File: src/gn2f_pkg.sv
// shared types, constants and command structs for the 2d gradient noise fbm block
// used by gn2f_ctrl, gn2f_datapath and gradient_noise_2d_fbm_top; no dependencies

package gn2f_pkg;

    // default parameter values
    localparam int TABLE_SIZE_DEF  = 256;
    localparam int MAX_OCTAVES_DEF = 16;
    localparam int FRAC_BITS_DEF   = 16;

    // fixed field widths
    localparam int ACTION_W   = 2;
    localparam int INDEX_W    = 8;
    localparam int PERM_W     = 8;
    localparam int GRAD_W     = 16;
    localparam int GRAD_FRAC  = 14;
    localparam int COORD_W    = 32;
    localparam int NOISE_W    = 32;
    localparam int OCT_CFG_W  = 5;
    localparam int FREQ_W     = 24;
    localparam int AMP_W      = 24;
    localparam int CFG_IDX_W  = 2;
    localparam int CFG_DATA_W = 24;

    // register reset values
    localparam logic [OCT_CFG_W-1:0] OCT_RST  = 5'd1;
    localparam logic [FREQ_W-1:0]    FREQ_RST = 24'd1114;
    localparam logic [AMP_W-1:0]     AMP_RST  = 24'd65536;

    // word actions
    typedef enum logic [ACTION_W-1:0] {
        ACT_LOAD_PERM = 2'd0,
        ACT_LOAD_GRAD = 2'd1,
        ACT_EVAL      = 2'd2
    } t_action;

    // configuration register indexes
    typedef enum logic [CFG_IDX_W-1:0] {
        CFG_OCTAVE_COUNT = 2'd0,
        CFG_FREQUENCY    = 2'd1,
        CFG_AMPLITUDE    = 2'd2
    } t_cfg_reg;

    // controller states, fourteen steps per octave
    typedef enum logic [4:0] {
        ST_IDLE,
        ST_SCALE_X,
        ST_SCALE_Y,
        ST_O00,
        ST_O01,
        ST_O02,
        ST_O03,
        ST_O04,
        ST_O05,
        ST_O06,
        ST_O07,
        ST_O08,
        ST_O09,
        ST_O10,
        ST_O11,
        ST_O12,
        ST_O13,
        ST_FINISH
    } t_state;

    // permutation read address source
    typedef enum logic [2:0] {
        PS_BX0,
        PS_BX1,
        PS_IY0,
        PS_JY0,
        PS_IY1,
        PS_JY1
    } t_perm_sel;

    // lattice corner, bit 0 is the x side, bit 1 the y side
    typedef enum logic [1:0] {
        C00 = 2'd0,
        C10 = 2'd1,
        C01 = 2'd2,
        C11 = 2'd3
    } t_corner;

    // shared multiplier operand selection
    typedef enum logic [2:0] {
        MUL_TT_X,
        MUL_SS_X,
        MUL_TT_Y,
        MUL_SS_Y,
        MUL_LERP_A,
        MUL_LERP_B,
        MUL_LERP_N,
        MUL_AMP
    } t_mul_sel;

    // controller to datapath
    typedef struct packed {
        logic      accept;
        logic      load_ack;
        logic      scale_x;
        logic      scale_y;
        t_perm_sel perm_sel;
        logic      latch_i;
        logic      latch_j;
        logic      latch_sx;
        logic      latch_sy;
        logic      dot_we;
        t_corner   corner;
        t_mul_sel  mul_sel;
        logic      latch_a;
        logic      latch_b;
        logic      latch_n;
        logic      accum;
        logic      finish;
    } t_dp_cmd;

    // datapath to controller
    typedef struct packed {
        logic out_free;
        logic no_octaves;
        logic last_octave;
    } t_dp_status;

endpackage

File: src/gn2f_ctrl.sv
// controller state machine for the 2d gradient noise fbm block
// depends on gn2f_pkg; drives gn2f_datapath through t_dp_cmd

module gn2f_ctrl (
    input  logic                          i_clk,
    input  logic                          i_rst_n,
    input  logic                          i_valid,
    input  logic [gn2f_pkg::ACTION_W-1:0] i_action,
    input  gn2f_pkg::t_dp_status          i_status,
    output logic                          o_ready,
    output gn2f_pkg::t_dp_cmd             o_cmd
);

    gn2f_pkg::t_state r_state;
    gn2f_pkg::t_state n_state;
    logic             accept;

    // state register
    always_ff @(posedge i_clk) begin
        if (!i_rst_n) begin
            r_state <= gn2f_pkg::ST_IDLE;
        end else begin
            r_state <= n_state;
        end
    end

    // handshake, a load needs the output register free for its ack
    assign o_ready = (r_state == gn2f_pkg::ST_IDLE) && i_status.out_free;
    assign accept  = i_valid && o_ready;

    // next state
    always_comb begin
        n_state = r_state;
        unique case (r_state)
            gn2f_pkg::ST_IDLE: begin
                if (accept && (i_action == gn2f_pkg::ACT_EVAL)) n_state = gn2f_pkg::ST_SCALE_X;
            end
            gn2f_pkg::ST_SCALE_X: n_state = gn2f_pkg::ST_SCALE_Y;
            gn2f_pkg::ST_SCALE_Y: begin
                n_state = i_status.no_octaves ? gn2f_pkg::ST_FINISH : gn2f_pkg::ST_O00;
            end
            gn2f_pkg::ST_O00: n_state = gn2f_pkg::ST_O01;
            gn2f_pkg::ST_O01: n_state = gn2f_pkg::ST_O02;
            gn2f_pkg::ST_O02: n_state = gn2f_pkg::ST_O03;
            gn2f_pkg::ST_O03: n_state = gn2f_pkg::ST_O04;
            gn2f_pkg::ST_O04: n_state = gn2f_pkg::ST_O05;
            gn2f_pkg::ST_O05: n_state = gn2f_pkg::ST_O06;
            gn2f_pkg::ST_O06: n_state = gn2f_pkg::ST_O07;
            gn2f_pkg::ST_O07: n_state = gn2f_pkg::ST_O08;
            gn2f_pkg::ST_O08: n_state = gn2f_pkg::ST_O09;
            gn2f_pkg::ST_O09: n_state = gn2f_pkg::ST_O10;
            gn2f_pkg::ST_O10: n_state = gn2f_pkg::ST_O11;
            gn2f_pkg::ST_O11: n_state = gn2f_pkg::ST_O12;
            gn2f_pkg::ST_O12: n_state = gn2f_pkg::ST_O13;
            gn2f_pkg::ST_O13: begin
                n_state = i_status.last_octave ? gn2f_pkg::ST_FINISH : gn2f_pkg::ST_O00;
            end
            gn2f_pkg::ST_FINISH: begin
                if (i_status.out_free) n_state = gn2f_pkg::ST_IDLE;
            end
            default: n_state = gn2f_pkg::ST_IDLE;
        endcase
    end

    // command outputs
    always_comb begin
        o_cmd          = '0;
        o_cmd.accept   = accept;
        o_cmd.load_ack = accept && (i_action != gn2f_pkg::ACT_EVAL);
        unique case (r_state)
            gn2f_pkg::ST_IDLE: begin
            end
            gn2f_pkg::ST_SCALE_X: o_cmd.scale_x = 1'b1;
            gn2f_pkg::ST_SCALE_Y: o_cmd.scale_y = 1'b1;
            // hash reads and smooth step of both fractions
            gn2f_pkg::ST_O00: begin
                o_cmd.perm_sel = gn2f_pkg::PS_BX0;
                o_cmd.mul_sel  = gn2f_pkg::MUL_TT_X;
            end
            gn2f_pkg::ST_O01: begin
                o_cmd.perm_sel = gn2f_pkg::PS_BX1;
                o_cmd.latch_i  = 1'b1;
                o_cmd.mul_sel  = gn2f_pkg::MUL_SS_X;
            end
            gn2f_pkg::ST_O02: begin
                o_cmd.perm_sel = gn2f_pkg::PS_IY0;
                o_cmd.latch_j  = 1'b1;
                o_cmd.latch_sx = 1'b1;
                o_cmd.mul_sel  = gn2f_pkg::MUL_TT_Y;
            end
            gn2f_pkg::ST_O03: begin
                o_cmd.perm_sel = gn2f_pkg::PS_JY0;
                o_cmd.mul_sel  = gn2f_pkg::MUL_SS_Y;
            end
            // corner dot products as gradients arrive
            gn2f_pkg::ST_O04: begin
                o_cmd.perm_sel = gn2f_pkg::PS_IY1;
                o_cmd.dot_we   = 1'b1;
                o_cmd.corner   = gn2f_pkg::C00;
                o_cmd.latch_sy = 1'b1;
            end
            gn2f_pkg::ST_O05: begin
                o_cmd.perm_sel = gn2f_pkg::PS_JY1;
                o_cmd.dot_we   = 1'b1;
                o_cmd.corner   = gn2f_pkg::C10;
            end
            gn2f_pkg::ST_O06: begin
                o_cmd.dot_we  = 1'b1;
                o_cmd.corner  = gn2f_pkg::C01;
                o_cmd.mul_sel = gn2f_pkg::MUL_LERP_A;
            end
            gn2f_pkg::ST_O07: begin
                o_cmd.dot_we  = 1'b1;
                o_cmd.corner  = gn2f_pkg::C11;
                o_cmd.latch_a = 1'b1;
            end
            // blends, weighting and accumulation
            gn2f_pkg::ST_O08: o_cmd.mul_sel = gn2f_pkg::MUL_LERP_B;
            gn2f_pkg::ST_O09: o_cmd.latch_b = 1'b1;
            gn2f_pkg::ST_O10: o_cmd.mul_sel = gn2f_pkg::MUL_LERP_N;
            gn2f_pkg::ST_O11: o_cmd.latch_n = 1'b1;
            gn2f_pkg::ST_O12: o_cmd.mul_sel = gn2f_pkg::MUL_AMP;
            gn2f_pkg::ST_O13: o_cmd.accum   = 1'b1;
            gn2f_pkg::ST_FINISH: o_cmd.finish = i_status.out_free;
            default: begin
            end
        endcase
    end

endmodule

File: config.mk
export PLATFORM = sky130hd
export DESIGN_NAME = gn2f_ctrl
export DESIGN_NICKNAME = d
export VERILOG_FILES = /design/src/gn2f_pkg.sv /design/src/gn2f_ctrl.sv
export SDC_FILE = /design/constraint.sdc
export NUM_CORES = 1
export LEC_CHECK = 0
export BUFFER_PORTS_ARGS = -buffer_cell sky130_fd_sc_hd__buf_4
export CORE_AREA = 2 2 39 41
export CTS_CLUSTER_SIZE = 12
export DETAILED_ROUTE_END_ITERATION = 12
export DIE_AREA = 0 0 41 43
export HOLD_SLACK_MARGIN = 0.08
export PLACE_DENSITY = 0.83
export SLEW_MARGIN = 10
export SYNTH_ARGS = -nofsm -noshare
export SYNTH_HDL_FRONTEND = slang
export SYNTH_SLANG_ARGS = --single-unit
File: constraint.sdc
create_clock -name i_clk -period 2.55 [get_ports i_clk]
set_clock_uncertainty 0.15 [all_clocks]
set_input_delay 0.255 -clock i_clk [delete_from_list [all_inputs] [get_ports i_clk]]
set_output_delay 0.255 -clock i_clk [all_outputs]
set_load 0.03 [all_outputs]
==> results of run 1 <==
[power by group through the flow]
| stage | combinational (mW) | clock [mW] | sequential, mW |
|---|---|---|---|
| 2_1_floorplan | 0.324 | 0 | 0.107 |
| 3_3_place_gp | 0.339 | 0 | 0.170 |
| 3_5_place_dp | 0.342 | 0 | 0.172 |
| 4_1_cts | 0.345 | 0.0954 | 0.171 |
| 5_1_grt | 0.374 | 0.0984 | 0.181 |
| 6_report | 0.343 | 0.0936 | 0.172 |
[stage by stage]
stage	total power, mW	hold slack (ps)
finish	0.608	108
floorplan	0.431	251
CTS	0.611	106
global placement	0.509	366
global route	0.654	117
detailed placement	0.514	362
[synth_stat cells (3+ instances only)]
master / n
inv_1: 3
nand2_1: 13
o21ai_0: 3
nor2_1: 6
and3_1: 4
clkbuf_1: 3
nor3_1: 11
nor2b_1: 4
nand3_1: 3
buf_2: 4
a21oi_1: 7
dfxtp_1: 5
nand2b_1: 4
[critical path, cell delays in order, from the launching register on]
cell     delay, ps
dfxtp_1        740
nor2b_1        250
nand3_1        160
a21oi_1        190
buf_4          180
[kinds of logic after synthesis]
group | Yosys count | synth area share, %
flops | 5 | 17.4
xor+xnor | 2 | 3.05
mux | 1 | 1.74
compound gates | 15 | 15.7
buf+inv | 13 | 12.0
simple gates | 53 | 50.1
[area by class of cell]
type / instances / area share, %
multi-input cells: 71 / 51.4
flip-flops and latches: 5 / 12.7
clock buffers: 4 / 3.33
well taps: 16 / 2.54
repair buffers: 30 / 28.6
inverters: 3 / 1.43
[worst paths after layout]
kind	startpoint	end	slack, ps
max	r_state[0]	o_cmd[10]	380
min	i_rst_n	r_state[1]	110
max reg2reg	r_state[2]	r_state[1]	860
min reg2reg	r_state[3]	r_state[3]	550
[layer usage]
metal / vias to the layer above / part of all wire, % / global-route usage (%)
met5: - / 0 / 0
met4: 0 / 0 / 4.00
met3: 0 / 8.9 / 7.33
met2: 28 / 52 / 29.4
met1: 311 / 40 / 23.6
li1: 354 / - / -
==> run_results.csv, run 1 <==
group,metric,value,unit
outcome,run_status,"complete, no violations",
power,comb_power_share,56.3,%
yosys,synth.largest_area_cell,"dfxtp_1",
setup_path,arrival,1770,ps
sta,tightest_slew,672,ps
placed_design,place_congestion,0.717,
die,fp.dieW,41,um
grt,first_global_vias,594,
final_layout,final_common_cell,"buf_4",
final_layout,stdcell_area,788,um^2
grt,grt-ovfl-total,0,
power,p_sw_share,50.9,%
sta,rsz0062_at_grt,"no",
placed_design,placedInstanceArea,762,um^2
yosys,seq_area_frac_synth,17.4,%
final_layout,multi_input_area,405,um^2
final_layout,nFillCells,143,
power,p_clk_share,15.4,%
setup_path,r2r_cells,4,
power,ir_worst_vdd,0.502,mV
final_layout,largest_reg_flops,5,
die,rows,14,
drt,drc_errors,0,
drt,vias_per_cell,5.37,
cts,clk_pin_slew_worst_paths,40,ps
hold_path,hold_path_depth,2,
final_layout,largestRegisters,"r_state x5",
cts,cts_resized,0,
drt,num_vias,693,
setup_path,worst-path-max-fanout,20,
final_layout,final_util,57.0,%
sta,max_freq,0.460,GHz
sta,slew_headroom,55.1,%
hold_path,min_path_type,"in -> reg",
die,pin_count,31,
setup_path,path_class,"reg -> out",
yosys,async_flop_share,0,%
setup_path,required,2140,ps
die,die_area,1760,um^2
cts,cts-htree-levels,1,
drt,drtIter0Drc,8,
final_layout,regArea,100,um^2
drt,wl_per_cell,11.3,um
yosys,yosysWarnings,0,
yosys,avgSynthCellArea,6.45,um^2
cts,clkSinkCount,5,
final_layout,nets,122,
yosys,synth_seq_cells,5,
yosys,synth_edf_count,0,
sta,fin_ws,376,ps
drt,first_pass_iters,4,
power,powerDensity,771,nW/um^2
placed_design,hpwl,1.10,mm
cts,cts_setup_buffers,0,
placed_design,place_inst,125,
drt,wirelength,1.46,mm
yosys,syn_inst,89,
run,maxCapViolCount,0,
sta,final-setup-viol-count,0,
final_layout,drive_gt1_share,31.9,%
grt,antenna_found_initial,0,
sta,fin_crit_sh,85.3,%
sta,drv_slew,0,
cts,insertion_delay,240,ps
cts,holdBufCountCts,0,
drt,antenna_left,0,
grt,grt_max_degree,21,
setup_path,end_kind,"primary output",
placed_design,place_ws,640,ps
sta,min_period,2170,ps
power,switchingPower,0.310,mW
power,pwr-share-seq,28.3,%
yosys,ys.flop_type,"dfxtp_1",
cts,cts_tree,"yes",
final_layout,area_growth,37.3,%
final_layout,regMostFlops,"r_state",
cts,clk_path_buf_depth,2,
placed_design,portBuffers,30,
die,core_area,1380,um^2
sta,final-hold-violation-count,0,
yosys,syn-num-nets,97,
grt,grt.total_usage,18.8,%
power,power_leakage,0.369,nW
yosys,yosysTopAreaCellShare,17.4,%
setup_path,critPathLaunchType,"register",
final_layout,antennaDiodeCount,0,
yosys,synthTopCellsByArea,"dfxtp_1 17%, nor3_1 9.6%, nand2_1 8.5%",
die,start_util,41.5,%
yosys,syn_area,574,um^2
final_layout,stdcell_count,129,
die,die_h,43,um
sta,tns,0,ps
power,power.internal,0.299,mW
cts,cts-buffers-inserted,3,
cts,cts_root_buf,"clkbuf_4",
final_layout,most-common-layout-cells,"30 x buf_4, 13 x nand2_1, 11 x nor3_1, 7 x a21oi_1, 6 x nor2_1",
grt,grt_pass1_wl,2.35,mm
yosys,synth_cell_type_count,29,
No activity file was read; power rests on OpenSTA's default activity.
==> run 2, diff against run 1 <==
--- a/config.mk
+++ b/config.mk
@@ -11,7 +11,7 @@
 export DETAILED_ROUTE_END_ITERATION = 12
 export DIE_AREA = 0 0 41 43
 export HOLD_SLACK_MARGIN = 0.08
-export PLACE_DENSITY = 0.83
+export PLACE_DENSITY_LB_ADDON = 0.08
 export SLEW_MARGIN = 10
 export SYNTH_ARGS = -nofsm -noshare
 export SYNTH_HDL_FRONTEND = slang
==> run 2 against run 1 <==
  * Maximum frequency is 3.1% higher
  * Clock power is 6.3% lower
  * Register-to-register slack hardly changed
  * Power is 2.2% higher
  * Via count is 4.9% lower
  * Largest power group unchanged
  * Combinational power is 5% higher
  * Critical endpoint is now o_cmd[17]
  * Count of clock-buffer cells in the layout stayed put
  * Largest cell class unchanged
  * Sequential cell count stayed put
==> run_results.csv, run 2 (synthesis results as in run 1) <==
group,metric,value,unit
outcome,run_status,"complete, no violations",
grt,grt_pass1_wl,2.13,mm
final_layout,final_util,57.5,%
final_layout,nets,123,
grt,antenna_found_initial,0,
final_layout,nFillCells,155,
die,pin_count,31,
power,pwr-share-seq,28.0,%
final_layout,stdcell_count,130,
drt,wl_met3,68,um
die,die_h,43,um
drt,wl_per_cell,10.9,um
setup_path,arrival,1700,ps
sta,drv_slew,0,
final_layout,most-common-layout-cells,"31 x buf_4, 13 x nand2_1, 11 x nor3_1, 7 x a21oi_1, 6 x nor2_1",
sta,max_freq,0.474,GHz
power,finalPower,0.621,mW
sta,fin_crit_sh,82.7,%
setup_path,critPathBufInv,1,
sta,min_period,2110,ps
cts,cts_root_buf,"clkbuf_4",
die,rows,14,
power,powerDensity,781,nW/um^2
drt,route.met2.wl,658,um
drt,drtIter0Drc,15,
power,ir_worst_vdd,0.567,mV
cts,cts_setup_buffers,0,
sta,tns,0,ps
die,fp.dieW,41,um
drt,drc_errors,0,
final_layout,largest_reg_flops,5,
final_layout,largestRegisters,"r_state x5",
die,die_area,1760,um^2
cts,cts_resized,0,
sta,fin_ws,442,ps
setup_path,cp_top_family,"flip-flops",
sta,whs,123,ps
sta,rsz0062_at_grt,"no",
setup_path,critPathLaunchType,"register",
power,power_leakage,0.373,nW
cts,clk_pin_slew_worst_paths,40,ps
setup_path,worst-path-max-fanout,20,
power,p_clk_share,14.1,%
cts,cts-buffers-inserted,3,
drt,first_pass_iters,3,
cts,insertion_delay,230,ps
placed_design,placedInstanceArea,769,um^2
setup_path,path_cells,"nor2b_1 > nand3_1 > a21oi_1 > buf_4",
final_layout,stdcell_area,796,um^2
grt,first_global_vias,494,
power,power.internal,0.309,mW
final_layout,area_growth,38.6,%
setup_path,slowest_stage,"dfxtp_1",
cts,cts_tree,"yes",
drt,num_vias,659,
drt,antenna_left,0,
cts,holdBufCountCts,0,
die,core_area,1380,um^2
placed_design,place_ws,689,ps
drt,vias_per_cell,5.07,
power,p_sw_share,50.2,%
power,switchingPower,0.312,mW
hold_path,min_path_type,"in -> reg",
sta,final-hold-violation-count,0,
sta,final-setup-viol-count,0,
placed_design,place_inst,126,
placed_design,place_congestion,0.770,
cts,cts-htree-levels,1,
placed_design,hpwl,1.03,mm
setup_path,cp_slowest_stage_delay,740,ps
final_layout,drive_gt1_share,32.5,%
grt,grt.total_usage,17.0,%
final_layout,final_common_cell,"buf_4",
final_layout,regMostFlops,"r_state",
die,start_util,41.5,%
sta,tightest_slew,660,ps
run,maxCapViolCount,0,
drt,top_layer_used,"met3",
setup_path,end_kind,"primary output",
cts,clk_path_buf_depth,2,
placed_design,portBuffers,30,
grt,grt-ovfl-total,0,
drt,m1WireLength,685,um
final_layout,antennaDiodeCount,0,
setup_path,required,2140,ps
sta,slew_headroom,55.9,%
drt,wirelength,1.41,mm
setup_path,path_class,"reg -> out",
grt,grt_max_degree,21,
power,comb_power_share,57.9,%
cts,clkSinkCount,5,
[run 2: routing by layer]
layer / up-vias / global-route usage [%]
li1: 358 / -
met1: 284 / 25.3
met2: 17 / 23.8
met3: 0 / 3.14
met4: 0 / 6.00
met5: - / 0
[run 2: final cells by class]
type                            count  area (um^2)  share of cell area (%)
Timing Repair Buffer               31          233                    29.2
Clock buffer                        4         26.3                    3.30
Inverter                            3         11.3                    1.42
Tap cell                           16         20.0                    2.52
Multi-Input combinational cell     71          405                    50.9
Sequential cell                     5          100                    12.6
[run 2: worst paths after layout]
kind / startpoint / slack (ps) / cells past startpoint / endpoint
setup / recovery: r_state[0] / 440 / 4 / o_cmd[17]
hold / removal: i_rst_n / 120 / 2 / r_state[1]
setup reg to reg: r_state[2] / 860 / 4 / r_state[1]
hold reg to reg: r_state[3] / 560 / 2 / r_state[3]
[run 2: power by group through the flow]
| stage | registers, mW | clock network, mW | logic, mW |
|---|---|---|---|
| CTS | 0.174 | 0.0907 | 0.362 |
| detailed placement | 0.175 | 0 | 0.360 |
| global route | 0.182 | 0.0981 | 0.394 |
| floorplan | 0.107 | 0 | 0.324 |
| finish | 0.174 | 0.0877 | 0.360 |
| global placement | 0.172 | 0 | 0.360 |
==> run 3, diff against run 2 <==
--- a/config.mk
+++ b/config.mk
@@ -6,10 +6,10 @@
 export NUM_CORES = 1
 export LEC_CHECK = 0
 export BUFFER_PORTS_ARGS = -buffer_cell sky130_fd_sc_hd__buf_4
-export CORE_AREA = 2 2 39 41
+export CORE_AREA = 2 2 42 44
 export CTS_CLUSTER_SIZE = 12
 export DETAILED_ROUTE_END_ITERATION = 12
-export DIE_AREA = 0 0 41 43
+export DIE_AREA = 0 0 44 46
 export HOLD_SLACK_MARGIN = 0.08
 export PLACE_DENSITY_LB_ADDON = 0.08
 export SLEW_MARGIN = 10
==> constraint.sdc (replaced) <==
create_clock -name i_clk -period 1.9 [get_ports i_clk]
set_clock_uncertainty 0.15 [all_clocks]
set_input_delay 0.19 -clock i_clk [delete_from_list [all_inputs] [get_ports i_clk]]
set_output_delay 0.19 -clock i_clk [all_outputs]
set_load 0.03 [all_outputs]
==> run 3 against run 2 <==
  * Non-clock buffer count increased by 5
  * Sequential cell count unchanged
  * Count of clock-buffer cells in the layout unchanged
  * Global-route usage decreased by 0.74 points
  * Worst setup slack got worse by 300 ps
  * First-iteration DRC count decreased by 27%
  * Core utilization decreased by 3.9 points
  * Worst hold slack got worse by 23 ps
  * Sequential share of layout area decreased by 0.44 points
  * Cell area increased by 8.8%
  * Sequential power increased by 9.8%
  * Wire length increased by 11%
  * Critical endpoint is now o_cmd[0]
==> run_results.csv, run 3 (synthesis results as in run 1) <==
group,metric,value,unit
sta,final-hold-violation-count,0,
power,power_leakage,0.406,nW
run,maxCapViolCount,0,
sta,slew_headroom,79.7,%
setup_path,cp-startpoint,"r_state[3]",
sta,max_freq,0.570,GHz
cts,cts_root_buf,"clkbuf_4",
final_layout,drive_gt1_share,42.0,%
setup_path,cp_slowest_stage_delay,420,ps
setup_path,crit_end,"o_cmd[0]",
setup_path,required,1560,ps
setup_path,cp_top_family,"simple AND/OR/NAND/NOR gates",
final_layout,antennaDiodeCount,0,
final_layout,final_util,53.6,%
cts,cts-htree-levels,1,
cts,cts_setup_buffers,0,
sta,tns,0,ps
placed_design,place_ws,182,ps
drt,vias_per_cell,5.34,
sta,fin_ws,145,ps
setup_path,r2r-end,"r_state[1]",
cts,cts_tree,"yes",
grt,grtUsageMet3,4.76,%
setup_path,end_kind,"primary output",
sta,rsz0062_at_grt,"no",
cts,insertion_delay,240,ps
grt,grt_max_degree,17,
setup_path,path_class,"reg -> out",
grt,busiest_layer,"met2",
power,powerDensity,1030,nW/um^2
die,die_h,46,um
drt,drc_errors,0,
setup_path,r2r_setup_slack,370,ps
cts,clk_path_buf_depth,2,
die,pin_count,31,
grt,grt.total_usage,16.3,%
cts,clk_pin_slew_worst_paths,50,ps
final_layout,nets,128,
setup_path,worst-path-max-fanout,13,
placed_design,hpwl,1.26,mm
power,ir_worst_vdd,0.701,mV
drt,wl_per_cell,11.5,um
final_layout,area_growth,50.8,%
die,rows,15,
setup_path,timing.rr.start,"r_state[3]",
grt,grt_use_met1,22.2,%
grt,grt_pass1_wl,2.49,mm
grt,groute.layer.met2.usage,27.1,%
final_layout,regMostFlops,"r_state",
cts,cts-buffers-inserted,3,
grt,first_global_vias,571,
drt,drtIter0Drc,11,
die,start_util,35.6,%
drt,antenna_left,0,
sta,drv_slew,0,
hold_path,min_path_type,"in -> reg",
sta,final-setup-viol-count,0,
setup_path,arrival,1420,ps
outcome,run_status,"complete, no violations",
cts,clkSinkCount,5,
drt,wirelength,1.57,mm
final_layout,largestRegisters,"r_state x5",
final_layout,largest_reg_flops,5,
final_layout,final_common_cell,"buf_4",
grt,antenna_found_initial,0,
sta,fin_crit_sh,92.4,%
placed_design,place_congestion,0.770,
placed_design,portBuffers,30,
die,core_area,1610,um^2
drt,first_pass_iters,4,
setup_path,cp.depth,3,
sta,tightest_slew,304,ps
setup_path,path_cells,"or3_4 > nor3_1 > buf_4",
final_layout,most-common-layout-cells,"35 x buf_4, 12 x nand2_1, 8 x nor3_1, 7 x a21oi_1, 6 x nor2_1",
setup_path,critPathBufInv,1,
drt,num_vias,726,
sta,min_period,1760,ps
die,fp.dieW,44,um
setup_path,slowest_stage,"or3_4",
die,die_area,2020,um^2
setup_path,r2r_cells,4,
grt,grt-ovfl-total,0,
setup_path,critPathLaunchType,"register",
-- run 3: how the worst min path moves through the flow --
| stage | from | endpoint | slack [ps] | cells after the start |
|---|---|---|---|---|
| detailed placement | i_rst_n | r_state[1] | 290 | 2 |
| global placement | i_rst_n | r_state[1] | 290 | 2 |
| CTS | i_status[0] | r_state[4] | 100 | 3 |
| finish | i_status[0] | r_state[4] | 100 | 3 |
| global route | i_status[0] | r_state[4] | 110 | 3 |
| floorplan | i_rst_n | r_state[1] | 190 | 1 |
-- run 3: metal layers --
layer | vias up | share of wire [%]
li1 | 371 | -
met1 | 335 | 44
met2 | 20 | 50
met3 | 0 | 5.7
met4 | 0 | 0
met5 | - | 0
-- run 3: area by class of cell --
type                            instances  area, um^2
Fill cell                             173         748
Multi-Input combinational cell         71         429
Tap cell                               17        21.3
Inverter                                3        11.3
Timing Repair Buffer                   36         273
Sequential cell                         5         105
Clock buffer                            4        26.3
-- run 3: timing repair --
item / 4_1_cts / 5_1_grt
hold buffers: 1 / 0
gates resized for setup: 2 / 4
endpoints found under the hold margin: 1 / 0
setup endpoints to repair: 2 / 9
-- run 3: where the power goes --
group	total, mW	switching, mW	internal, mW
Sequential	0.191	0.0584	0.133
Clock	0.125	0.0451	0.0795
Combinational	0.576	0.341	0.236
-- run 3: metrics by stage --
stage / instance area, um^2 / hold WS (ps) / power (mW) / std cells
3_3_place_gp: 817 / 292 / 0.757 / 131
2_1_floorplan: 591 / 186 / 0.589 / 89
4_1_cts: 860 / 95.9 / 0.897 / 136
3_5_place_dp: 817 / 293 / 0.758 / 131
5_1_grt: 866 / 107 / 0.978 / 136
6_report: 866 / 100 / 0.892 / 136
-- run 3: worst register-to-register path: stages, from the launching register on --
cell and delay (ps):
dfxtp_2 380, or3_4 420, nor3_1 180, a31oi_1 90, and3_1 200
